## src/vpr_pkg.sv

```systemverilog
// Shared types, constants and helpers for the velocity PID controller with ramp.
package vpr_pkg;

  // Fixed loop constants
  localparam int SAMPLE_RATE = 10;
  localparam int SCALE       = 256;
  localparam int SCALE_SHIFT = $clog2(SCALE);
  localparam int OUT_LIMIT   = 32767;

  // Field and datapath widths
  localparam int GAIN_W      = 16;
  localparam int DATA_W      = 16;
  localparam int REG_INDEX_W = 2;
  localparam int DX_W        = DATA_W + 1;              // first difference of x
  localparam int DDX_W       = DX_W + 1;                // second difference of x
  localparam int ERR_W       = 21;                      // slope minus rate times dx
  localparam int DE_W        = ERR_W + 1;               // error change
  localparam int EMAG_W      = ERR_W - 1;               // error magnitude
  localparam int KI_QUOT_W   = $clog2(65535 / SAMPLE_RATE + 1);
  localparam int KI_REM_W    = $clog2(SAMPLE_RATE);
  localparam int P_W         = GAIN_W + 1 + DE_W;       // Kp times error change
  localparam int D_W         = GAIN_W + 1 + DDX_W;      // Kd times second difference
  localparam int D10_W       = D_W + 4;                 // times sample rate
  localparam int IQ_W        = KI_QUOT_W + EMAG_W;
  localparam int IR_W        = KI_REM_W + EMAG_W;
  localparam int I_W         = IQ_W + 2;
  localparam int SUM_W       = D10_W + 1;
  localparam int Q_W         = SUM_W - SCALE_SHIFT;
  localparam int U_W         = Q_W + 1;

  // Reciprocal of the sample rate, exact for operands below 2**26
  localparam int RECIP_SHIFT = 27;
  localparam int RECIP_W     = 24;
  localparam int RECIP       = (2 ** RECIP_SHIFT + SAMPLE_RATE - 1) / SAMPLE_RATE;
  localparam int RPROD_W     = IR_W + RECIP_W;
  localparam int DIVQ_W      = RPROD_W - RECIP_SHIFT;

  // Register indexes
  localparam logic [REG_INDEX_W-1:0] REG_PROP_GAIN     = 2'd0;
  localparam logic [REG_INDEX_W-1:0] REG_INTEGRAL_GAIN = 2'd1;
  localparam logic [REG_INDEX_W-1:0] REG_DERIV_GAIN    = 2'd2;

  // Mode command codes
  localparam logic [2:0] CMD_STOP   = 3'd0;
  localparam logic [2:0] CMD_OFF    = 3'd1;
  localparam logic [2:0] CMD_NORMAL = 3'd2;
  localparam logic [2:0] CMD_RAMP   = 3'd3;

  typedef enum logic [1:0] {
    MODE_STOP   = 2'd0,
    MODE_OFF    = 2'd1,
    MODE_NORMAL = 2'd2,
    MODE_RAMP   = 2'd3
  } loop_mode_t;

  // What the output stage does with the channel's drive
  typedef enum logic [1:0] {
    DRV_HOLD  = 2'd0,
    DRV_CLEAR = 2'd1,
    DRV_STEP  = 2'd2,
    DRV_IDLE  = 2'd3
  } drive_op_t;

  typedef struct packed {
    logic                     mode;
    logic [1:0]               channel;
    logic signed [DATA_W-1:0] process_value;
    logic [2:0]               new_mode;
    logic signed [DATA_W-1:0] setpoint;
    logic signed [DATA_W-1:0] ramp_target;
    logic signed [DATA_W-1:0] ramp_slope;
  } item_t;

  typedef struct packed {
    logic [1:0]               out_channel;
    logic signed [DATA_W-1:0] drive;
    logic [1:0]               current_mode;
  } result_t;

  typedef struct packed {
    logic [GAIN_W-1:0]    kp;
    logic [GAIN_W-1:0]    kd;
    logic [KI_QUOT_W-1:0] ki_quot;
    logic [KI_REM_W-1:0]  ki_rem;
    logic                 ki_zero;
  } gains_t;

  typedef struct packed {
    logic [1:0]              channel;
    loop_mode_t              mode;
    drive_op_t               op;
    logic signed [DE_W-1:0]  p_op;
    logic signed [DDX_W-1:0] d_op;
    logic                    e_neg;
    logic [EMAG_W-1:0]       e_mag;
  } front_t;

  typedef struct packed {
    logic [1:0]            channel;
    loop_mode_t            mode;
    drive_op_t             op;
    logic signed [P_W-1:0] p_prod;
    logic signed [D_W-1:0] d_prod;
    logic [IQ_W-1:0]       iq_prod;
    logic [IR_W-1:0]       ir_prod;
    logic                  e_neg;
  } prod_t;

  typedef struct packed {
    logic [1:0]              channel;
    loop_mode_t              mode;
    drive_op_t               op;
    logic signed [P_W-1:0]   p;
    logic signed [I_W-1:0]   i;
    logic signed [D10_W-1:0] d10;
  } term_t;

  // Floor division by the sample rate through a reciprocal multiply
  function automatic logic [DIVQ_W-1:0] div_rate(input logic [IR_W-1:0] x);
    logic [RPROD_W-1:0] prod;
    prod = RPROD_W'(x) * RPROD_W'(RECIP);
    return prod[RPROD_W-1:RECIP_SHIFT];
  endfunction

endpackage

```

## src/vpr_mult.sv

```systemverilog
// Gain products, then integral division by the rate and derivative scaling.
module vpr_mult (
  input  logic             clk,
  input  logic             rst,
  input  vpr_pkg::gains_t  gains,
  input  logic             up_valid,
  output logic             up_stall,
  input  vpr_pkg::front_t  front,
  output logic             dn_valid,
  input  logic             dn_stall,
  output vpr_pkg::term_t   term
);

  vpr_pkg::prod_t               prod;
  vpr_pkg::prod_t               prod_next;
  vpr_pkg::term_t               term_next;
  logic                         prod_v;
  logic                         prod_ready;
  logic                         term_ready;
  logic [vpr_pkg::DIVQ_W-1:0]   ir_quot;
  logic [vpr_pkg::I_W-2:0]      i_mag;

  assign term_ready = !dn_valid || !dn_stall;
  assign prod_ready = !prod_v || term_ready;
  assign up_stall   = !prod_ready;

  always_comb begin
    prod_next.channel = front.channel;
    prod_next.mode    = front.mode;
    prod_next.op      = front.op;
    prod_next.e_neg   = front.e_neg;
    prod_next.p_prod  = vpr_pkg::P_W'($signed({1'b0, gains.kp})) * vpr_pkg::P_W'(front.p_op);
    prod_next.d_prod  = vpr_pkg::D_W'($signed({1'b0, gains.kd})) * vpr_pkg::D_W'(front.d_op);
    prod_next.iq_prod = vpr_pkg::IQ_W'(gains.ki_quot) * vpr_pkg::IQ_W'(front.e_mag);
    prod_next.ir_prod = vpr_pkg::IR_W'(gains.ki_rem) * vpr_pkg::IR_W'(front.e_mag);
  end

  always_comb begin
    ir_quot = vpr_pkg::div_rate(prod.ir_prod);
    i_mag   = (vpr_pkg::I_W - 1)'(prod.iq_prod) + (vpr_pkg::I_W - 1)'(ir_quot);
    term_next.channel = prod.channel;
    term_next.mode    = prod.mode;
    term_next.op      = prod.op;
    term_next.p       = prod.p_prod;
    // truncate toward zero: divide the magnitude, then restore the sign
    term_next.i = prod.e_neg ? -$signed({1'b0, i_mag}) : $signed({1'b0, i_mag});
    term_next.d10 = vpr_pkg::D10_W'(prod.d_prod) * vpr_pkg::D10_W'(vpr_pkg::SAMPLE_RATE);
  end

  always_ff @(posedge clk) begin
    if (rst) begin
      prod_v   <= 1'b0;
      dn_valid <= 1'b0;
    end else begin
      if (prod_ready) begin
        prod_v <= up_valid;
      end
      if (term_ready) begin
        dn_valid <= prod_v;
      end
    end
  end

  always_ff @(posedge clk) begin
    if (prod_ready && up_valid) begin
      prod <= prod_next;
    end
    if (term_ready && prod_v) begin
      term <= term_next;
    end
  end

endmodule

```

## config.mk

```make
export PLATFORM = sky130hd
export DESIGN_NAME = vpr_mult
export DESIGN_NICKNAME = d
export VERILOG_FILES = /design/src/vpr_pkg.sv /design/src/vpr_mult.sv
export SDC_FILE = /design/constraint.sdc
export NUM_CORES = 2
export LEC_CHECK = 0
export ABC_CLOCK_PERIOD_IN_PS = 19500
export BUFFER_PORTS_ARGS = -buffer_cell sky130_fd_sc_hd__buf_2
export CORE_MARGIN = 2
export CORE_UTILIZATION = 70
export DETAILED_ROUTE_END_ITERATION = 7
export PLACE_DENSITY_LB_ADDON = 0.15
export SLEW_MARGIN = 40
export SYNTH_ARGS = -nofsm -noshare
export SYNTH_HDL_FRONTEND = slang
export SYNTH_SLANG_ARGS = --single-unit
```

## constraint.sdc

```tcl
create_clock -name clk -period 19.5 [get_ports clk]
set_input_delay 1.95 -clock clk [delete_from_list [all_inputs] [get_ports clk]]
set_output_delay 1.95 -clock clk [all_outputs]
set_load 0.05 [all_outputs]
```

==> flow_metrics.env <==
export IMPL_hold_start="prod[134]"
export IMPL_finalCriticalPeriod_ps=10490
export IMPL_cp_end_kind="flip-flop"
export IMPL_synth_top_area_share=0.3860
export IMPL_drtPass1Iterations=6
export IMPL_final_common_cell="inv_1"
export IMPL_hold_buffers=0
export IMPL_setup_viol=0
export IMPL_cts_path_max_buffers=3
export IMPL_outcome="completed"
export IMPL_drv_slew=0
export IMPL_ys_types=86
export IMPL_start_util=0.7078
export IMPL_cap_violations=0
export IMPL_cts_root_buf="clkbuf_16"
export IMPL_drtAntennaViolNets=0
export IMPL_synth_seq_cells=258
export IMPL_place_congestion=0.9902
export IMPL_async_flop_share=0
export IMPL_crit_path_frequent_cell="ha_1"
export IMPL_tritoncts="yes"
export IMPL_hold_path_class="flip-flop to flip-flop"
export IMPL_cp_startpoint="prod[6]"
export IMPL_rows=103
export IMPL_reg2reg_depth=34
export IMPL_coreArea_mm2=0.07900
export IMPL_path_clk_slew_ps=60
export IMPL_yosys_warnings=0
export IMPL_ctsResizeCount=0
export IMPL_rsz0062_at_grt="no"
export IMPL_cpPeakStageDelay_ps=630
export IMPL_cts_sinks=258
export IMPL_final_period_utilization=0.5379
export IMPL_io_pins=242
export IMPL_max_slew_margin=0.4581
export IMPL_min_path_cells=0
export IMPL_grt_antenna_before_repair=8
export IMPL_grt_pass1_vias=42454
export IMPL_die_y_um=286.6
export IMPL_skew_ps=34.48
export IMPL_postSynthAreaPerCell_um2=9.803
export IMPL_setup_tns_ps=0
export IMPL_synth_edf_count=256
export IMPL_postCtsSetupBuffers=0
export IMPL_yosysTopAreaCell="fa_1"
export IMPL_synth_top_cells_by_area="fa_1 39%, ha_1 15%, edfxtp_1 14%"
export IMPL_drt_iter0_drc=2903
export IMPL_die_area_mm2=0.08215
export IMPL_drt_drc_violations_left=0
export IMPL_overflow=0
export IMPL_cts_buffers=34
export IMPL_path_class="flip-flop to flip-flop"
export IMPL_fmax_ghz=0.09534
export IMPL_clock_latency_ps=570
export IMPL_dp_hpwl_um=105800
export IMPL_die_w_um=286.6
export IMPL_fillers=5624
export IMPL_hold_viol_final=0
export IMPL_slowest_stage="edfxtp_1"
export IMPL_syn_inst=5704
export IMPL_final_nets=7668
export IMPL_path_max_fanout=11
export IMPL_grt_pass1_wl_um=215300
export IMPL_layout_common_cells="1,265 x inv_1, 1,078 x fa_1, 712 x nand2_1, 654 x ha_1, 401 x and2_1"
export IMPL_routed_wl_um=129400
export IMPL_r2r_start="prod[6]"
export IMPL_synthesis_area_mm2=0.05591
export IMPL_grt_max_degree=62
export IMPL_syn2layout_area_growth_pct=5.550
export IMPL_seq_area_frac_synth=0.1382
export IMPL_h_tree_depth=2
export IMPL_vias=39593
export IMPL_port_buffers=239
export IMPL_wire_per_inst_um=18.76
export IMPL_drt_vias_per_instance=5.741
export IMPL_grt_usage=0.3316
export IMPL_synth_top_flop_cell="edfxtp_1"
export IMPL_crit_arrival_ps=10800
export IMPL_drive_above_1_share=0.05635
export IMPL_tightest_slew_ps=812.8
export IMPL_syn_nets=7557
export IMPL_cp_required_ps=19810
export IMPL_start_kind="flip-flop"
## synth_stat cells (10+ instances only)
cell,n
inv_1,1265
fa_1,1078
nand2_1,712
ha_1,654
and2_1,401
edfxtp_1,256
a21oi_1,173
clkbuf_1,163
xnor2_1,162
nor2_1,116
xor2_1,98
o21ai_0,83
a21o_1,82
nand3_1,31
nor2b_1,31
o21bai_1,31
nand2b_1,30
nor3_1,30
and3_1,29
o21a_1,26
a31oi_1,23
a211oi_1,18
nand4_1,14
o21ai_1,14
o31ai_1,14
o211ai_1,13
or3_1,13
a21boi_0,10
## worst max-delay path, delay by kind of cell (launching register included)
family	cells	cell delay, ps
adders and majority gates	9	3500
AOI/OAI and AO/OA	10	2980
and+or+nand+nor	9	2290
DFF	1	630
muxes	1	350
buffers and inverters	4	250
xor gates and xnor gates	1	220
## cells by family (layout without fill, tap and decap cells)
| kind of cell | Yosys count | count (layout) | share of synthesized area |
|---|---|---|---|
| XOR/XNOR | 261 | 261 | 0.04122 |
| other | 1 | 9 | 0.00006707 |
| AND/OR/NAND/NOR | 1448 | 1448 | 0.1249 |
| flip-flops | 258 | 258 | 0.1382 |
| multiplexers | 4 | 4 | 0.0007608 |
| adder cells (fa/ha/maj) | 1732 | 1732 | 0.5323 |
| buffers and inverters | 1435 | 1570 | 0.09662 |
| AO/OA/AOI/OAI | 565 | 565 | 0.06590 |
## sequential cells by signal, summed over array words and instances (netlist names)
| register | cells |
|---|---|
| prod | 138 |
| term | 118 |
| dn_valid | 1 |
| prod_v | 1 |
## worst paths after layout
| path | end | slack, ps |
|---|---|---|
| max | term[73] | 9010 |
| min | term[115] | 420 |
| max reg2reg | term[73] | 9010 |
| min reg2reg | term[115] | 420 |
## metal layers
layer  up-vias  GRT usage  wire (µm)
met5         -          0         57
met4         8     0.1045       4246
met3       286    0.05580      11180
met2      1671     0.5520      62110
met1     19781     0.4486      51770
li1      17847          -          -
## metrics by stage
step           instance area [µm²]  hold slack (ps)  cells  worst slack (ps)  utilization
2_1_floorplan                55910            400.3   5704              8240            -
3_3_place_gp                 57830            400.1   6828              9310       0.7320
3_5_place_dp                 57840            404.5   6829              9146       0.7321
4_1_cts                      58990            417.5   6889              9117       0.7467
5_1_grt                      59010            420.6   6892              8438       0.7469
6_report                     59020            417.1   6897              9011       0.7471
## layout make-up
class,instances,area (µm²),share of cell area
clock inverter,23,292.8,0.004961
timing repair buffer,245,1249,0.02116
antenna,8,20.02,0.0003392
multi-input combinational,4011,42800,0.7253
sequential,258,7727,0.1309
inverter,1265,4748,0.08046
clock buffer,37,862.1,0.01461
tap,1050,1314,0.02226
Power is left out: the tool's default activity adds up to more than one toggle a clock period on the data nets, which glitch-free logic cannot reach.
