[config.mk]
export PLATFORM = sky130hd
export DESIGN_NAME = vpr_drive
export DESIGN_NICKNAME = d
export VERILOG_FILES = /design/src/vpr_pkg.sv /design/src/vpr_drive.sv
export SDC_FILE = /design/constraint.sdc
export NUM_CORES = 1
export LEC_CHECK = 0
export ABC_CLOCK_PERIOD_IN_PS = 17800
export BUFFER_PORTS_ARGS = -buffer_cell sky130_fd_sc_hd__buf_4
export CORE_ASPECT_RATIO = 0.8
export CORE_UTILIZATION = 58
export CTS_BUF_LIST = sky130_fd_sc_hd__clkbuf_4 sky130_fd_sc_hd__clkbuf_8
export DETAILED_ROUTE_END_ITERATION = 10
export GPL_TIMING_DRIVEN = 1
export PLACE_DENSITY = 0.8
export SETUP_SLACK_MARGIN = 0.2
export SLEW_MARGIN = 20
export SYNTH_ARGS = -nofsm -noshare
export SYNTH_HDL_FRONTEND = slang
export SYNTH_SLANG_ARGS = --single-unit
[constraint.sdc]
create_clock -name clk -period 17.8 [get_ports clk]
set_input_delay 0.89 -clock clk [delete_from_list [all_inputs] [get_ports clk]]
set_output_delay 0.89 -clock clk [all_outputs]
set_load 0.005 [all_outputs]
[src/vpr_pkg.sv]
// Shared types, constants and helpers for the velocity PID controller with ramp.
package vpr_pkg;

  // Fixed loop constants
  localparam int SAMPLE_RATE = 10;
  localparam int SCALE       = 256;
  localparam int SCALE_SHIFT = $clog2(SCALE);
  localparam int OUT_LIMIT   = 32767;

  // Field and datapath widths
  localparam int GAIN_W      = 16;
  localparam int DATA_W      = 16;
  localparam int REG_INDEX_W = 2;
  localparam int DX_W        = DATA_W + 1;              // first difference of x
  localparam int DDX_W       = DX_W + 1;                // second difference of x
  localparam int ERR_W       = 21;                      // slope minus rate times dx
  localparam int DE_W        = ERR_W + 1;               // error change
  localparam int EMAG_W      = ERR_W - 1;               // error magnitude
  localparam int KI_QUOT_W   = $clog2(65535 / SAMPLE_RATE + 1);
  localparam int KI_REM_W    = $clog2(SAMPLE_RATE);
  localparam int P_W         = GAIN_W + 1 + DE_W;       // Kp times error change
  localparam int D_W         = GAIN_W + 1 + DDX_W;      // Kd times second difference
  localparam int D10_W       = D_W + 4;                 // times sample rate
  localparam int IQ_W        = KI_QUOT_W + EMAG_W;
  localparam int IR_W        = KI_REM_W + EMAG_W;
  localparam int I_W         = IQ_W + 2;
  localparam int SUM_W       = D10_W + 1;
  localparam int Q_W         = SUM_W - SCALE_SHIFT;
  localparam int U_W         = Q_W + 1;

  // Reciprocal of the sample rate, exact for operands below 2**26
  localparam int RECIP_SHIFT = 27;
  localparam int RECIP_W     = 24;
  localparam int RECIP       = (2 ** RECIP_SHIFT + SAMPLE_RATE - 1) / SAMPLE_RATE;
  localparam int RPROD_W     = IR_W + RECIP_W;
  localparam int DIVQ_W      = RPROD_W - RECIP_SHIFT;

  // Register indexes
  localparam logic [REG_INDEX_W-1:0] REG_PROP_GAIN     = 2'd0;
  localparam logic [REG_INDEX_W-1:0] REG_INTEGRAL_GAIN = 2'd1;
  localparam logic [REG_INDEX_W-1:0] REG_DERIV_GAIN    = 2'd2;

  // Mode command codes
  localparam logic [2:0] CMD_STOP   = 3'd0;
  localparam logic [2:0] CMD_OFF    = 3'd1;
  localparam logic [2:0] CMD_NORMAL = 3'd2;
  localparam logic [2:0] CMD_RAMP   = 3'd3;

  typedef enum logic [1:0] {
    MODE_STOP   = 2'd0,
    MODE_OFF    = 2'd1,
    MODE_NORMAL = 2'd2,
    MODE_RAMP   = 2'd3
  } loop_mode_t;

  // What the output stage does with the channel's drive
  typedef enum logic [1:0] {
    DRV_HOLD  = 2'd0,
    DRV_CLEAR = 2'd1,
    DRV_STEP  = 2'd2,
    DRV_IDLE  = 2'd3
  } drive_op_t;

  typedef struct packed {
    logic                     mode;
    logic [1:0]               channel;
    logic signed [DATA_W-1:0] process_value;
    logic [2:0]               new_mode;
    logic signed [DATA_W-1:0] setpoint;
    logic signed [DATA_W-1:0] ramp_target;
    logic signed [DATA_W-1:0] ramp_slope;
  } item_t;

  typedef struct packed {
    logic [1:0]               out_channel;
    logic signed [DATA_W-1:0] drive;
    logic [1:0]               current_mode;
  } result_t;

  typedef struct packed {
    logic [GAIN_W-1:0]    kp;
    logic [GAIN_W-1:0]    kd;
    logic [KI_QUOT_W-1:0] ki_quot;
    logic [KI_REM_W-1:0]  ki_rem;
    logic                 ki_zero;
  } gains_t;

  typedef struct packed {
    logic [1:0]              channel;
    loop_mode_t              mode;
    drive_op_t               op;
    logic signed [DE_W-1:0]  p_op;
    logic signed [DDX_W-1:0] d_op;
    logic                    e_neg;
    logic [EMAG_W-1:0]       e_mag;
  } front_t;

  typedef struct packed {
    logic [1:0]            channel;
    loop_mode_t            mode;
    drive_op_t             op;
    logic signed [P_W-1:0] p_prod;
    logic signed [D_W-1:0] d_prod;
    logic [IQ_W-1:0]       iq_prod;
    logic [IR_W-1:0]       ir_prod;
    logic                  e_neg;
  } prod_t;

  typedef struct packed {
    logic [1:0]              channel;
    loop_mode_t              mode;
    drive_op_t               op;
    logic signed [P_W-1:0]   p;
    logic signed [I_W-1:0]   i;
    logic signed [D10_W-1:0] d10;
  } term_t;

  // Floor division by the sample rate through a reciprocal multiply
  function automatic logic [DIVQ_W-1:0] div_rate(input logic [IR_W-1:0] x);
    logic [RPROD_W-1:0] prod;
    prod = RPROD_W'(x) * RPROD_W'(RECIP);
    return prod[RPROD_W-1:RECIP_SHIFT];
  endfunction

endpackage

[src/vpr_drive.sv]
// Increment sum, scaling, per-channel drive accumulation and saturation.
module vpr_drive #(
  parameter int CHANNELS = 4
) (
  input  logic             clk,
  input  logic             rst,
  input  logic             up_valid,
  output logic             up_stall,
  input  vpr_pkg::term_t   term,
  output logic             result_valid,
  input  logic             result_stall,
  output vpr_pkg::result_t result
);

  localparam int IDX_W = (CHANNELS > 1) ? $clog2(CHANNELS) : 1;
  localparam logic signed [vpr_pkg::U_W-1:0] LIM_HI = vpr_pkg::U_W'(vpr_pkg::OUT_LIMIT);
  localparam logic signed [vpr_pkg::U_W-1:0] LIM_LO = -LIM_HI;

  logic signed [vpr_pkg::DATA_W-1:0] last_drive [CHANNELS];
  logic signed [vpr_pkg::DATA_W-1:0] prev;
  logic signed [vpr_pkg::DATA_W-1:0] drive_next;
  logic signed [vpr_pkg::SUM_W-1:0]  sum;
  logic signed [vpr_pkg::SUM_W-1:0]  biased;
  logic signed [vpr_pkg::Q_W-1:0]    quot;
  logic signed [vpr_pkg::U_W-1:0]    total;
  logic [IDX_W-1:0]                  idx;
  logic                              r_ready;
  logic                              commit;

  assign r_ready  = !result_valid || !result_stall;
  assign up_stall = !r_ready;
  assign commit   = up_valid && r_ready;
  assign idx      = (term.op == vpr_pkg::DRV_IDLE) ? '0 : IDX_W'(term.channel);

  always_comb begin
    prev = last_drive[idx];
    sum = vpr_pkg::SUM_W'(term.p) + vpr_pkg::SUM_W'(term.i) + vpr_pkg::SUM_W'(term.d10);
    // bias negative sums so the shift truncates toward zero
    biased = sum[vpr_pkg::SUM_W-1] ? sum + vpr_pkg::SUM_W'(vpr_pkg::SCALE - 1) : sum;
    quot  = $signed(biased[vpr_pkg::SUM_W-1:vpr_pkg::SCALE_SHIFT]);
    total = vpr_pkg::U_W'(prev) + vpr_pkg::U_W'(quot);
    unique case (term.op)
      vpr_pkg::DRV_STEP: begin
        if (total > LIM_HI) begin
          drive_next = LIM_HI[vpr_pkg::DATA_W-1:0];
        end else if (total < LIM_LO) begin
          drive_next = LIM_LO[vpr_pkg::DATA_W-1:0];
        end else begin
          drive_next = total[vpr_pkg::DATA_W-1:0];
        end
      end
      vpr_pkg::DRV_HOLD: drive_next = prev;
      vpr_pkg::DRV_CLEAR, vpr_pkg::DRV_IDLE: drive_next = '0;
    endcase
  end

  always_ff @(posedge clk) begin
    if (rst) begin
      result_valid <= 1'b0;
      for (int c = 0; c < CHANNELS; c++) begin
        last_drive[c] <= '0;
      end
    end else begin
      if (r_ready) begin
        result_valid <= up_valid;
      end
      if (commit && term.op != vpr_pkg::DRV_IDLE) begin
        last_drive[idx] <= drive_next;
      end
    end
  end

  always_ff @(posedge clk) begin
    if (commit) begin
      result.out_channel  <= term.channel;
      result.drive        <= drive_next;
      result.current_mode <= term.mode;
    end
  end

endmodule
==> qor.yml <==
leakage_nw: 4.895
cts_resized: 0
cp.required_ps: 17870
drcViolationCount: 0
area_delta_synth_final_pct: 13.04
worst_pin_slew_ps: 1036
synth_edf_count: 84
drt_first_pass_iters: 5
tns_ps: 0
core_area_mm2: 0.01759
most-common-layout-cells: "buf_4 (149), nand2_1 (147), nor2_1 (101), a21oi_1 (91), edfxtp_1 (84)"
synth_cell_types: 84
critical_path_class: "input port to register"
wl_um: 29510
grt_pass1_wl_um: 46610
run_status: "complete, no violations"
yosysSeqAreaShare_pct: 23.99
arrival_ps: 8760
pwr-share-clk_pct: 9.4
syn_inst: 1276
track_usage_pct: 30.86
ctsHoldBuffers: 0
n_antenna_cell: 0
cap_violations: 0
grt_start_max_net_pins: 23
seq_power_share_pct: 15.6
root_buffer: "clkbuf_8"
ys_ff_latch: 85
max_clock_freq_mhz: 115.0
dp_cells: 1594
initial_utilization_pct: 60.23
slew_headroom_pct: 30.94
worst_clock_skew_ps: 11.09
cts_tree: "built"
die-area_mm2: 0.01882
cts_buffer_depth: 2
setup_viol: 0
mostFrequentLayoutCell: "buf_4"
cts.reportedPaths.clkPinSlew_ps: 80
startpoint_type: "input port"
synth_ff_type: "edfxtp_1"
max_stage_delay_ps: 720
cts_setup_buffers: 0
cp_common_cell: "nand2_1"
p_total_w: 0.001592
switching_power_w: 0.0008404
yosys_warnings: 0
peakVddDrop_mv: 0.07196
gp_congestion: 0.9999
endpoint_kind: "register"
powerDensity_mw_per_mm2: 132.9
slew_viol_final: 0
syn_avg_cell_area_um2: 8.304
io_buffers: 144
cts-htree-levels: 3
hold_class: "register to register"
p_comb_share_pct: 75.0
insertion_delay_ps: 360
drt_iter0_markers: 1001
final_net_count: 1617
grt_pass1_vias: 9309
rows: 43
post-dp-hpwl_um: 23280
synth_area_mm2: 0.01060
via_per_inst: 6.410
ioPinCount: 145
fin_cells: 1609
cts_buffers: 9
synth_nets: 1513
die_w_um: 153.1
whs_ps: 604.2
wl_per_cell_um: 18.34
drive_above_1_share_pct: 16.55
async_flop_share_pct: 0
antenna_left: 0
vias: 10310
period_minus_slack_ps: 8696
antenna_found_initial: 0
crit_path_max_fanout: 14
period_share_pct: 48.85
critPathBufInv: 2
dieHeight_um: 122.9
gr-total-overflow: 0
fin_util_pct: 68.08
cts_sinks: 85
cp_top_family: "simple AND/OR/NAND/NOR gates"
hold_viol: 0
p_int_w: 0.0007519
slowest_stage: "a211oi_1"
p_sw_share_pct: 52.78
rsz0062_at_grt: "false"
## final timing paths
path,endpoint,cells after the start,start,slack (ps)
worst min register to register,result_valid,4,result_valid,600
worst max register to register,last_drive[0][3],14,last_drive[3][15],12770
worst max-delay path,last_drive[0][3],26,term[1],9100
worst min-delay path,result_valid,4,result_valid,600
## state kept, by name, summed over array words and instances (netlist names)
name,flops
last_drive,64
result,20
result_valid,1
## per-stage QoR
step	instance area, um2	setup slack [ps]
floorplan	10600	10510
global placement	11760	9093
detailed placement	11760	8907
CTS	11980	9238
global route	11980	8665
finish	11980	9104
## cells by family (layout without fill, tap and decap cells)
logic type	Yosys count	in the layout	share of synthesized area [%]
XOR/XNOR	81	81	6.695
AND/OR/NAND/NOR	492	492	23.59
AO/OA/AOI/OAI	363	363	23.79
adder cells (fa/ha/maj)	114	114	16.37
buffers and inverters	136	244	5.089
multiplexers	5	5	0.4723
flip-flops	85	85	23.99
## routing by layer
metal / track usage [%] / wire length (um) / vias up
met4: 6.061 / 428 / 0
met1: 44.90 / 13540 / 4814
met5: 0 / 0 / -
met3: 5.082 / 2709 / 43
met2: 48.66 / 12830 / 541
li1: - / - / 4916
## worst min-delay path, cell delays in order (launching register included)
cell and delay, ps:
dfxtp_1 320, nand2_1 80, inv_1 50, nor2_1 80
nor2_1 40
## layout make-up
cell class / instances / area [um2]
inverter: 80 / 300.3
tap: 225 / 281.5
timing repair buffer: 149 / 1119
multi-input combinational: 1055 / 7523
clock buffer: 11 / 138.9
clock inverter: 4 / 72.57
sequential: 85 / 2542
fill: 1446 / 5615
## power groups by stage
stage | sequential [W] | clock [W] | combinational (W)
after detailed placement | 0.000253 | 0 | 0.00116
final | 0.000249 | 0.000150 | 0.00119
after global placement | 0.000252 | 0 | 0.00115
after global routing | 0.000250 | 0.000158 | 0.00130
after CTS | 0.000249 | 0.000148 | 0.00116
after floorplan | 0.000252 | 0 | 0.000869
## synth_stat cells (6+ instances only)
master	instances	area (um2)
nor2_1	102	382.9
edfxtp_1	84	2522
a21oi_2	7	61.31
nand4_1	20	125.1
xor2_1	37	324.1
a21o_1	28	210.2
ha_1	73	913.4
or4_1	9	67.56
nor3_2	20	200.2
nand2b_1	15	93.84
inv_1	80	300.3
nand3_1	29	145.1
and2_1	22	137.6
and4_1	6	52.55
and3_1	8	50.05
nand2_1	147	551.8
o21ai_0	47	235.2
o2111ai_1	6	52.55
a21oi_1	91	455.4
clkbuf_1	36	135.1
o21ai_1	14	70.07
nor4_1	14	87.58
fa_1	41	820.8
buf_2	15	75.07
xnor2_1	44	385.4
or2_2	7	43.79
o22ai_1	21	131.4
a31oi_1	20	125.1
nor3_1	60	300.3
o211ai_1	18	135.1
o21a_1	12	90.09
or3_1	8	50.05
a211oi_1	19	142.6
No activity file was read; power rests on OpenSTA's default activity.
