`src/vpr_pkg.sv`:
```
// Shared types, constants and helpers for the velocity PID controller with ramp.
package vpr_pkg;

  // Fixed loop constants
  localparam int SAMPLE_RATE = 10;
  localparam int SCALE       = 256;
  localparam int SCALE_SHIFT = $clog2(SCALE);
  localparam int OUT_LIMIT   = 32767;

  // Field and datapath widths
  localparam int GAIN_W      = 16;
  localparam int DATA_W      = 16;
  localparam int REG_INDEX_W = 2;
  localparam int DX_W        = DATA_W + 1;              // first difference of x
  localparam int DDX_W       = DX_W + 1;                // second difference of x
  localparam int ERR_W       = 21;                      // slope minus rate times dx
  localparam int DE_W        = ERR_W + 1;               // error change
  localparam int EMAG_W      = ERR_W - 1;               // error magnitude
  localparam int KI_QUOT_W   = $clog2(65535 / SAMPLE_RATE + 1);
  localparam int KI_REM_W    = $clog2(SAMPLE_RATE);
  localparam int P_W         = GAIN_W + 1 + DE_W;       // Kp times error change
  localparam int D_W         = GAIN_W + 1 + DDX_W;      // Kd times second difference
  localparam int D10_W       = D_W + 4;                 // times sample rate
  localparam int IQ_W        = KI_QUOT_W + EMAG_W;
  localparam int IR_W        = KI_REM_W + EMAG_W;
  localparam int I_W         = IQ_W + 2;
  localparam int SUM_W       = D10_W + 1;
  localparam int Q_W         = SUM_W - SCALE_SHIFT;
  localparam int U_W         = Q_W + 1;

  // Reciprocal of the sample rate, exact for operands below 2**26
  localparam int RECIP_SHIFT = 27;
  localparam int RECIP_W     = 24;
  localparam int RECIP       = (2 ** RECIP_SHIFT + SAMPLE_RATE - 1) / SAMPLE_RATE;
  localparam int RPROD_W     = IR_W + RECIP_W;
  localparam int DIVQ_W      = RPROD_W - RECIP_SHIFT;

  // Register indexes
  localparam logic [REG_INDEX_W-1:0] REG_PROP_GAIN     = 2'd0;
  localparam logic [REG_INDEX_W-1:0] REG_INTEGRAL_GAIN = 2'd1;
  localparam logic [REG_INDEX_W-1:0] REG_DERIV_GAIN    = 2'd2;

  // Mode command codes
  localparam logic [2:0] CMD_STOP   = 3'd0;
  localparam logic [2:0] CMD_OFF    = 3'd1;
  localparam logic [2:0] CMD_NORMAL = 3'd2;
  localparam logic [2:0] CMD_RAMP   = 3'd3;

  typedef enum logic [1:0] {
    MODE_STOP   = 2'd0,
    MODE_OFF    = 2'd1,
    MODE_NORMAL = 2'd2,
    MODE_RAMP   = 2'd3
  } loop_mode_t;

  // What the output stage does with the channel's drive
  typedef enum logic [1:0] {
    DRV_HOLD  = 2'd0,
    DRV_CLEAR = 2'd1,
    DRV_STEP  = 2'd2,
    DRV_IDLE  = 2'd3
  } drive_op_t;

  typedef struct packed {
    logic                     mode;
    logic [1:0]               channel;
    logic signed [DATA_W-1:0] process_value;
    logic [2:0]               new_mode;
    logic signed [DATA_W-1:0] setpoint;
    logic signed [DATA_W-1:0] ramp_target;
    logic signed [DATA_W-1:0] ramp_slope;
  } item_t;

  typedef struct packed {
    logic [1:0]               out_channel;
    logic signed [DATA_W-1:0] drive;
    logic [1:0]               current_mode;
  } result_t;

  typedef struct packed {
    logic [GAIN_W-1:0]    kp;
    logic [GAIN_W-1:0]    kd;
    logic [KI_QUOT_W-1:0] ki_quot;
    logic [KI_REM_W-1:0]  ki_rem;
    logic                 ki_zero;
  } gains_t;

  typedef struct packed {
    logic [1:0]              channel;
    loop_mode_t              mode;
    drive_op_t               op;
    logic signed [DE_W-1:0]  p_op;
    logic signed [DDX_W-1:0] d_op;
    logic                    e_neg;
    logic [EMAG_W-1:0]       e_mag;
  } front_t;

  typedef struct packed {
    logic [1:0]            channel;
    loop_mode_t            mode;
    drive_op_t             op;
    logic signed [P_W-1:0] p_prod;
    logic signed [D_W-1:0] d_prod;
    logic [IQ_W-1:0]       iq_prod;
    logic [IR_W-1:0]       ir_prod;
    logic                  e_neg;
  } prod_t;

  typedef struct packed {
    logic [1:0]              channel;
    loop_mode_t              mode;
    drive_op_t               op;
    logic signed [P_W-1:0]   p;
    logic signed [I_W-1:0]   i;
    logic signed [D10_W-1:0] d10;
  } term_t;

  // Floor division by the sample rate through a reciprocal multiply
  function automatic logic [DIVQ_W-1:0] div_rate(input logic [IR_W-1:0] x);
    logic [RPROD_W-1:0] prod;
    prod = RPROD_W'(x) * RPROD_W'(RECIP);
    return prod[RPROD_W-1:RECIP_SHIFT];
  endfunction

endpackage

```
`src/vpr_gains.sv`:
```
// Gain registers, with the integral gain split into quotient and remainder of the rate.
module vpr_gains (
  input  logic                             clk,
  input  logic                             rst,
  input  logic                             cfg_valid,
  input  logic [vpr_pkg::REG_INDEX_W-1:0]  cfg_index,
  input  logic [vpr_pkg::GAIN_W-1:0]       cfg_data,
  output vpr_pkg::gains_t                  gains
);

  logic [vpr_pkg::DIVQ_W-1:0] ki_q;
  logic [vpr_pkg::IR_W-1:0]   ki_r;

  always_comb begin
    ki_q = vpr_pkg::div_rate(vpr_pkg::IR_W'(cfg_data));
    ki_r = vpr_pkg::IR_W'(cfg_data)
         - vpr_pkg::IR_W'(ki_q) * vpr_pkg::IR_W'(vpr_pkg::SAMPLE_RATE);
  end

  always_ff @(posedge clk) begin
    if (rst) begin
      gains <= '{kp: '0, kd: '0, ki_quot: '0, ki_rem: '0, ki_zero: 1'b1};
    end else if (cfg_valid) begin
      unique case (cfg_index)
        vpr_pkg::REG_PROP_GAIN: begin
          gains.kp <= cfg_data;
        end
        vpr_pkg::REG_INTEGRAL_GAIN: begin
          gains.ki_quot <= ki_q[vpr_pkg::KI_QUOT_W-1:0];
          gains.ki_rem  <= ki_r[vpr_pkg::KI_REM_W-1:0];
          gains.ki_zero <= (cfg_data == '0);
        end
        vpr_pkg::REG_DERIV_GAIN: begin
          gains.kd <= cfg_data;
        end
        default: begin
        end
      endcase
    end
  end

endmodule

```
`config.mk`:
```
export PLATFORM = sky130hd
export DESIGN_NAME = vpr_gains
export DESIGN_NICKNAME = d
export VERILOG_FILES = /design/src/vpr_pkg.sv /design/src/vpr_gains.sv
export SDC_FILE = /design/constraint.sdc
export NUM_CORES = 1
export LEC_CHECK = 0
export BUFFER_PORTS_ARGS = -buffer_cell sky130_fd_sc_hd__clkbuf_2
export CAP_MARGIN = 20
export CORE_AREA = 2 2 145 175
export CTS_BUF_LIST = sky130_fd_sc_hd__clkbuf_16
export CTS_CLUSTER_SIZE = 16
export DETAILED_ROUTE_END_ITERATION = 7
export DIE_AREA = 0 0 147 177
export PLACE_DENSITY = 0.47
export SLEW_MARGIN = 20
export SYNTH_ARGS = -nofsm -noshare
export SYNTH_HDL_FRONTEND = slang
export SYNTH_SLANG_ARGS = --single-unit
export TNS_END_PERCENT = 1
```
`constraint.sdc`:
```
create_clock -name clk -period 7.55 [get_ports clk]
set_input_delay 1.51 -clock clk [delete_from_list [all_inputs] [get_ports clk]]
set_output_delay 1.51 -clock clk [all_outputs]
set_load 0.02 [all_outputs]
```
==> impl_metrics.xml, run 1 <==
<?xml version="1.0" encoding="UTF-8"?>
<metrics>
  <group name="outcome">
    <metric name="outcome" unit="">finished, final reports clean</metric>
  </group>
  <group name="clock_network">
    <metric name="clock_sink_count" unit="">50</metric>
    <metric name="clock_tree.root_cell" unit="">sky130_fd_sc_hd__clkbuf_16</metric>
    <metric name="cts_tree" unit="">built</metric>
    <metric name="cts-hold-fix-buffers" unit="">0</metric>
    <metric name="clkSlewWorstSetupHoldPaths" unit="ps">70</metric>
    <metric name="htree_num_levels" unit="">2</metric>
    <metric name="cts-buffers-inserted" unit="">5</metric>
    <metric name="max-clock-path-buffers" unit="">2</metric>
    <metric name="clk_latency" unit="ps">300</metric>
  </group>
  <group name="cells_and_area">
    <metric name="antennaDiodeCount" unit="">0</metric>
    <metric name="top_register" unit="">gains</metric>
    <metric name="multi_input_comb_area" unit="sq mm">0.00529</metric>
    <metric name="seqCellArea" unit="sq mm">0.00100</metric>
    <metric name="instances_no_fill" unit="">1251</metric>
    <metric name="nFillCells" unit="">2656</metric>
    <metric name="largest_register_ffs" unit="">50</metric>
    <metric name="layout.nets" unit="">1166</metric>
    <metric name="area_growth_syn_to_layout" unit="%">22.2</metric>
    <metric name="reg_top3" unit="">gains (50)</metric>
    <metric name="final_layout_size_suffix_gt1_frac" unit="">0.204</metric>
  </group>
  <group name="synthesis">
    <metric name="synth.ff_latch_count" unit="">50</metric>
    <metric name="asyncSetResetFlopFracSynth" unit="">0</metric>
    <metric name="ys_dominant_reg_cell" unit="">sky130_fd_sc_hd__dfxtp_1</metric>
    <metric name="synth_warnings" unit="">0</metric>
    <metric name="ys_types" unit="">61</metric>
    <metric name="post-synth-top-count-cell" unit="">sky130_fd_sc_hd__inv_1</metric>
    <metric name="synthTopCellsByCount" unit="">172 x sky130_fd_sc_hd__inv_1, 137 x sky130_fd_sc_hd__ha_1, 102 x sky130_fd_sc_hd__nand2_1, 83 x sky130_fd_sc_hd__fa_1, 63 x sky130_fd_sc_hd__a21oi_1</metric>
    <metric name="netlist.area_leader.share" unit="">0.247</metric>
    <metric name="post_synth_instance_area" unit="sq mm">0.00693</metric>
    <metric name="synth_cells" unit="">781</metric>
    <metric name="synth_area_leaders" unit="">sky130_fd_sc_hd__ha_1 25%, sky130_fd_sc_hd__fa_1 24%, sky130_fd_sc_hd__dfxtp_1 14%, sky130_fd_sc_hd__inv_1 9.3%, sky130_fd_sc_hd__nand2_1 5.5%</metric>
    <metric name="synth.avg_cell_area" unit="sq um">8.87</metric>
    <metric name="synth_edf_count" unit="">0</metric>
    <metric name="yosys.area.top_type" unit="">sky130_fd_sc_hd__ha_1</metric>
    <metric name="synth.yosys.seq_area_share" unit="">0.144</metric>
    <metric name="synth_fp_nets" unit="">1022</metric>
  </group>
  <group name="timing">
    <metric name="grt_setup_unrepaired" unit="">no</metric>
    <metric name="drv_slew" unit="">0</metric>
    <metric name="worst_slew_margin_rel" unit="">0.511</metric>
    <metric name="final.setup_skew" unit="ps">0</metric>
    <metric name="setup-violations-final" unit="">0</metric>
    <metric name="hold_viol_final" unit="">0</metric>
    <metric name="worst-slew-pin-transition" unit="ps">732</metric>
    <metric name="worst_setup_slack_after_layout" unit="ps">234</metric>
    <metric name="finalHoldWorstSlack" unit="ps">457</metric>
    <metric name="final.setup.tns" unit="ps">0</metric>
    <metric name="timing.final.crit_period" unit="ps">7320</metric>
    <metric name="final_min_period_over_clock_period" unit="">0.969</metric>
    <metric name="achievable-frequency" unit="MHz">137</metric>
  </group>
  <group name="die">
    <metric name="io_pins" unit="">71</metric>
    <metric name="core" unit="sq mm">0.0244</metric>
    <metric name="die-area" unit="sq mm">0.0260</metric>
    <metric name="die-width" unit="um">147</metric>
    <metric name="die_h" unit="um">177</metric>
    <metric name="rows" unit="">63</metric>
    <metric name="initial_utilization" unit="">0.284</metric>
  </group>
  <group name="setup_path">
    <metric name="setup.worst_path.end_class" unit="">register</metric>
    <metric name="critPathKind" unit="">in2reg</metric>
    <metric name="timing.critical_path.from" unit="">cfg_data[8]</metric>
    <metric name="worstPathMaxFanout" unit="">3</metric>
    <metric name="rr_startpoint" unit="">gains[3]</metric>
    <metric name="timing.critical_path.from_type" unit="">input pin</metric>
    <metric name="worstPathArrival" unit="ps">7540</metric>
    <metric name="worst_reg2reg_path_depth" unit="">2</metric>
    <metric name="setup.reg_to_reg.worst_slack" unit="ps">6840</metric>
    <metric name="worst_r2r_end" unit="">gains[3]</metric>
    <metric name="crit_required" unit="ps">7780</metric>
    <metric name="critical_path.endpoint" unit="">gains[4]</metric>
  </group>
  <group name="global_routing">
    <metric name="grt_start_max_net_pins" unit="">54</metric>
    <metric name="grt_overflow" unit="">0</metric>
    <metric name="antenna_found_initial" unit="">0</metric>
    <metric name="grt_first_pass_wirelength" unit="mm">30.3</metric>
    <metric name="globalRouteTotalUtil" unit="">0.148</metric>
    <metric name="first_global_vias" unit="">5785</metric>
  </group>
  <group name="detailed_routing">
    <metric name="detailroute.via_count" unit="">5662</metric>
    <metric name="routed_wire_length_per_instance" unit="um">15.0</metric>
    <metric name="drc_errors" unit="">0</metric>
    <metric name="detailedRoute.firstIterationViolations" unit="">189</metric>
    <metric name="post_drt_via_cell_ratio" unit="">4.53</metric>
    <metric name="final_antenna_net_count" unit="">0</metric>
    <metric name="wirelength" unit="mm">18.8</metric>
    <metric name="firstDrtPassIters" unit="">4</metric>
  </group>
  <group name="placement">
    <metric name="pre_cts_setup_slack" unit="ps">-189</metric>
    <metric name="place.detailed.hpwl" unit="mm">16.5</metric>
    <metric name="buffer_ports.inserted" unit="">70</metric>
    <metric name="finalWeightedCongestion" unit="">0.821</metric>
    <metric name="numPlacedInstances" unit="">1243</metric>
  </group>
  <group name="min_path">
    <metric name="worst_hold_path_type" unit="">reg2reg</metric>
    <metric name="timing.hold.worst.start" unit="">gains[35]</metric>
  </group>
  <group name="flow_run">
    <metric name="cap_viol_max_count" unit="">0</metric>
  </group>
</metrics>
-- stage by stage --
| step | util | instance area [sq um] |
|---|---|---|
| floorplan | - | 6930 |
| global placement | 0.338 | 8250 |
| detailed placement | 0.338 | 8250 |
| CTS | 0.344 | 8400 |
| global route | 0.347 | 8470 |
| finish | 0.347 | 8470 |
-- cells in the final DEF, fill, tap and decap left out, drive strengths merged, types with 3 or more instances in the layout --
| cell | count |
|---|---|
| or2 | 5 |
| nand3 | 5 |
| xnor2 | 6 |
| a21boi | 3 |
| a2111oi | 3 |
| nor4 | 3 |
| ha | 137 |
| a21oi | 65 |
| o211ai | 5 |
| clkbuf | 75 |
| nor3 | 4 |
| nor2 | 17 |
| inv | 174 |
| xor2 | 4 |
| o21bai | 3 |
| fa | 83 |
| or4 | 3 |
| o21a | 5 |
| nand4 | 7 |
| nand3b | 3 |
| o21ai | 14 |
| nor3b | 3 |
| nand2 | 102 |
| a21o | 17 |
| a31oi | 5 |
| dfxtp | 50 |
| and3 | 4 |
| a211oi | 6 |
| buf | 83 |
-- worst max-delay path, stage by stage --
cell and delay [ps]:
sky130_fd_sc_hd__clkbuf_2 130, sky130_fd_sc_hd__inv_1 70, sky130_fd_sc_hd__ha_1 330, sky130_fd_sc_hd__fa_1 510, sky130_fd_sc_hd__buf_4 160, sky130_fd_sc_hd__fa_1 520, sky130_fd_sc_hd__inv_1 50, sky130_fd_sc_hd__fa_1 490
sky130_fd_sc_hd__fa_1 530, sky130_fd_sc_hd__fa_1 520, sky130_fd_sc_hd__inv_1 50, sky130_fd_sc_hd__ha_1 300, sky130_fd_sc_hd__o21a_1 190, sky130_fd_sc_hd__o21a_1 160, sky130_fd_sc_hd__o21ai_0 190, sky130_fd_sc_hd__a21o_1 230
sky130_fd_sc_hd__nor2b_4 200, sky130_fd_sc_hd__nor4_4 60, sky130_fd_sc_hd__ha_1 200, sky130_fd_sc_hd__fa_1 380, sky130_fd_sc_hd__xnor2_1 180, sky130_fd_sc_hd__xnor3_1 240, sky130_fd_sc_hd__xor2_1 160, sky130_fd_sc_hd__a211oi_2 190
-- worst min-delay path by stage --
| stage | end | slack [ps] | cells after the start |
|---|---|---|---|
| CTS | gains[36] | 460 | 2 |
| detailed placement | gains[11] | 450 | 2 |
| floorplan | gains[12] | 530 | 2 |
| finish | gains[35] | 460 | 2 |
| global placement | gains[36] | 440 | 2 |
| global route | gains[11] | 470 | 2 |
-- area by class of cell --
class,count,share of cell area
Multi-Input combinational cell,543,0.625
Sequential cell,50,0.118
Timing Repair Buffer,153,0.115
Inverter,172,0.0762
Tap cell,325,0.0480
Clock buffer,5,0.0148
Clock inverter,3,0.00310
-- layer usage --
metal,vias up,GRT usage,wire length [um]
met5,-,0,0
met4,0,0.0188,100
met3,9,0.0134,360
met2,63,0.259,9380
met1,2758,0.206,8940
li1,2832,-,-
-- kinds of logic after synthesis --
family          Yosys count  synth area share
mux                       2           0.00289
buf+inv                 188             0.102
flops                    50             0.144
compound gates          143             0.134
xor+xnor                 11            0.0159
fa+ha+maj               220             0.487
simple gates            167             0.114
-- timing repair --
item                       4_1_cts  5_1_grt
resized for setup                0       14
setup endpoints to repair        0        1
setup buffers                    0        0
hold endpoints to repair         0        0
Power of run 1 is not shown: default switching activity piles up to over one toggle a cycle in this logic, so the estimate is an artifact.
==> inputs of run 2 (changes only) <==
BUFFER_PORTS_ARGS = not set   (was -buffer_cell sky130_fd_sc_hd__clkbuf_2)
DONT_BUFFER_PORTS = 1   (was not set)
PLACE_DENSITY = 0.44   (was 0.47)
==> run 2 against run 1 <==
Net effect: clock skew unchanged; via count is 8.7% lower; worst setup slack better by 100 ps; routed wire length decreased by 1.2%; critical endpoint unchanged.
==> impl_metrics.xml, run 2 (synthesis results as in run 1) <==
<?xml version="1.0" encoding="UTF-8"?>
<metrics>
  <group name="clock_network">
    <metric name="clock_tree.root_cell" unit="">sky130_fd_sc_hd__clkbuf_16</metric>
    <metric name="cts-hold-fix-buffers" unit="">0</metric>
    <metric name="cts-buffers-inserted" unit="">5</metric>
    <metric name="clk_latency" unit="ps">290</metric>
    <metric name="post-cts-setup-buffer-count" unit="">0</metric>
    <metric name="max-clock-path-buffers" unit="">2</metric>
    <metric name="clkSlewWorstSetupHoldPaths" unit="ps">80</metric>
    <metric name="htree_num_levels" unit="">2</metric>
    <metric name="clock_sink_count" unit="">50</metric>
    <metric name="cts_tree" unit="">built</metric>
  </group>
  <group name="detailed_routing">
    <metric name="post_drt_via_cell_ratio" unit="">4.58</metric>
    <metric name="detailedRoute.firstIterationViolations" unit="">135</metric>
    <metric name="detailroute.via_count" unit="">5170</metric>
    <metric name="final_antenna_net_count" unit="">0</metric>
    <metric name="firstDrtPassIters" unit="">4</metric>
    <metric name="routed_wire_length_per_instance" unit="um">16.4</metric>
    <metric name="drc_errors" unit="">0</metric>
    <metric name="wirelength" unit="mm">18.6</metric>
  </group>
  <group name="global_routing">
    <metric name="first_global_vias" unit="">5475</metric>
    <metric name="grt_first_pass_wirelength" unit="mm">30.0</metric>
    <metric name="grt_start_max_net_pins" unit="">54</metric>
    <metric name="globalRouteTotalUtil" unit="">0.147</metric>
    <metric name="grt_overflow" unit="">0</metric>
    <metric name="antenna_found_initial" unit="">0</metric>
  </group>
  <group name="min_path">
    <metric name="timing.hold.worst_path_depth" unit="">2</metric>
    <metric name="min_to" unit="">gains[31]</metric>
    <metric name="timing.hold.worst.start" unit="">gains[31]</metric>
    <metric name="worst_hold_path_type" unit="">reg2reg</metric>
  </group>
  <group name="setup_path">
    <metric name="cpLargestDelayFamily" unit="">adder cells</metric>
    <metric name="crit_path_max_cell_delay" unit="ps">540</metric>
    <metric name="timing.critical_path.slowest_stage_cell" unit="">sky130_fd_sc_hd__fa_1</metric>
    <metric name="path_common_cell" unit="">sky130_fd_sc_hd__fa_1</metric>
    <metric name="rr_startpoint" unit="">gains[3]</metric>
    <metric name="worst_reg2reg_path_depth" unit="">2</metric>
    <metric name="crit_required" unit="ps">7780</metric>
    <metric name="critical_path_cell_count" unit="">23</metric>
    <metric name="crit_path_cells" unit="">ha_1 -&gt; inv_1 -&gt; fa_1 -&gt; inv_1 -&gt; fa_1 -&gt; inv_1 -&gt; fa_1 -&gt; fa_1 -&gt; fa_1 -&gt; inv_1 -&gt; ha_1 -&gt; a21o_1 -&gt; a21o_1 -&gt; a21oi_1 -&gt; o311a_1 -&gt; and3b_4 -&gt; nor4_4 -&gt; ha_1 -&gt; fa_1 -&gt; xnor2_1 -&gt; xnor3_1 -&gt; xor2_1 -&gt; a211oi_2</metric>
    <metric name="setup.reg_to_reg.worst_slack" unit="ps">6690</metric>
    <metric name="worst_r2r_end" unit="">gains[3]</metric>
    <metric name="path_buf_inv" unit="">4</metric>
    <metric name="critPathKind" unit="">in2reg</metric>
    <metric name="timing.critical_path.from" unit="">cfg_data[13]</metric>
    <metric name="timing.critical_path.from_type" unit="">input pin</metric>
    <metric name="worstPathMaxFanout" unit="">7</metric>
    <metric name="setup.worst_path.end_class" unit="">register</metric>
    <metric name="worstPathArrival" unit="ps">7440</metric>
  </group>
  <group name="placement">
    <metric name="finalWeightedCongestion" unit="">0.788</metric>
    <metric name="place.detailed.hpwl" unit="mm">16.2</metric>
    <metric name="buffer_ports.inserted" unit="">0</metric>
  </group>
  <group name="cells_and_area">
    <metric name="largest_register_ffs" unit="">50</metric>
    <metric name="top_register" unit="">gains</metric>
    <metric name="antennaDiodeCount" unit="">0</metric>
    <metric name="layout.cells.most_common_list" unit="">172 x sky130_fd_sc_hd__inv_1, 137 x sky130_fd_sc_hd__ha_1, 102 x sky130_fd_sc_hd__nand2_1</metric>
    <metric name="layout.nets" unit="">1044</metric>
    <metric name="area_growth_syn_to_layout" unit="%">10.7</metric>
    <metric name="most_common_cell_after_layout_fill_and_taps_aside" unit="">sky130_fd_sc_hd__inv_1</metric>
    <metric name="final_layout_size_suffix_gt1_frac" unit="">0.0697</metric>
    <metric name="reg_top3" unit="">gains (50)</metric>
  </group>
  <group name="timing">
    <metric name="grt_setup_unrepaired" unit="">no</metric>
    <metric name="timing.final.crit_period" unit="ps">7220</metric>
    <metric name="worst-slew-pin-transition" unit="ps">698</metric>
    <metric name="achievable-frequency" unit="MHz">139</metric>
    <metric name="hold_viol_final" unit="">0</metric>
    <metric name="final.setup_skew" unit="ps">0</metric>
    <metric name="final_min_period_over_clock_period" unit="">0.956</metric>
    <metric name="setup-violations-final" unit="">0</metric>
    <metric name="drv_slew" unit="">0</metric>
    <metric name="finalHoldWorstSlack" unit="ps">552</metric>
    <metric name="worst_slew_margin_rel" unit="">0.533</metric>
  </group>
  <group name="die">
    <metric name="rows" unit="">63</metric>
    <metric name="die_h" unit="um">177</metric>
    <metric name="die-area" unit="sq mm">0.0260</metric>
    <metric name="core" unit="sq mm">0.0244</metric>
    <metric name="die-width" unit="um">147</metric>
    <metric name="initial_utilization" unit="">0.284</metric>
    <metric name="io_pins" unit="">71</metric>
  </group>
  <group name="flow_run">
    <metric name="cap_viol_max_count" unit="">0</metric>
  </group>
  <group name="outcome">
    <metric name="outcome" unit="">finished, final reports clean</metric>
  </group>
</metrics>
[run 2: cell types whose count changed in the layout (fill, tap and decap cells not counted), moves of 2 or more]
cell	before	now
sky130_fd_sc_hd__a21oi_2	5	2
sky130_fd_sc_hd__ha_1	135	137
sky130_fd_sc_hd__buf_4	83	31
sky130_fd_sc_hd__ha_4	2	0
sky130_fd_sc_hd__fa_2	3	0
sky130_fd_sc_hd__a21oi_1	60	63
sky130_fd_sc_hd__fa_1	80	83
sky130_fd_sc_hd__clkbuf_2	70	0
[run 2: worst max-delay path by stage]
| stage | slack (ps) | end |
|---|---|---|
| floorplan | 190 | gains[4] |
| global placement | -8 | gains[4] |
| detailed placement | 7 | gains[4] |
| CTS | 270 | gains[4] |
| global route | 20 | gains[4] |
| finish | 330 | gains[4] |
[run 2: metal layers]
| metal | global-route usage | vias up | share of wire |
|---|---|---|---|
| met3 | 0.0170 | 9 | 0.029 |
| met4 | 0.0180 | 0 | 0.0072 |
| met1 | 0.202 | 2504 | 0.46 |
| met2 | 0.257 | 59 | 0.50 |
| met5 | 0 | - | 0 |
| li1 | - | 2598 | - |
[run 2: per-stage QoR]
step	cells	area (sq um)	setup TNS [ps]	util	setup WS, ps
2_1_floorplan	781	6930	0	-	194
3_3_place_gp	1121	7510	-8.43	0.307	-8.43
3_5_place_dp	1121	7510	0	0.307	6.90
4_1_cts	1129	7660	0	0.314	273
5_1_grt	1129	7670	0	0.314	22.0
6_report	1129	7670	0	0.314	333
[run 2: what timing repair did]
| action | CTS | global route |
|---|---|---|
| hold endpoints to repair | 0 | 0 |
| setup endpoints to repair | 0 | 1 |
| resized for setup | 0 | 2 |
[run 2: layout make-up]
cell class	count	area, sq um
fill	2670	16800
multi-input combinational	543	5230
clock buffer	5	125
clock inverter	3	26.3
sequential	50	1000
timing repair buffer	31	233
tap	325	407
inverter	172	646
[run 2: tightest hold or removal path: cells and delay by family, from the launching register on]
| family | cells | cell delay, ps |
|---|---|---|
| compound gates | 1 | 60 |
| flops | 1 | 380 |
| simple gates | 1 | 80 |
Power of run 2 is left out for the same reason.
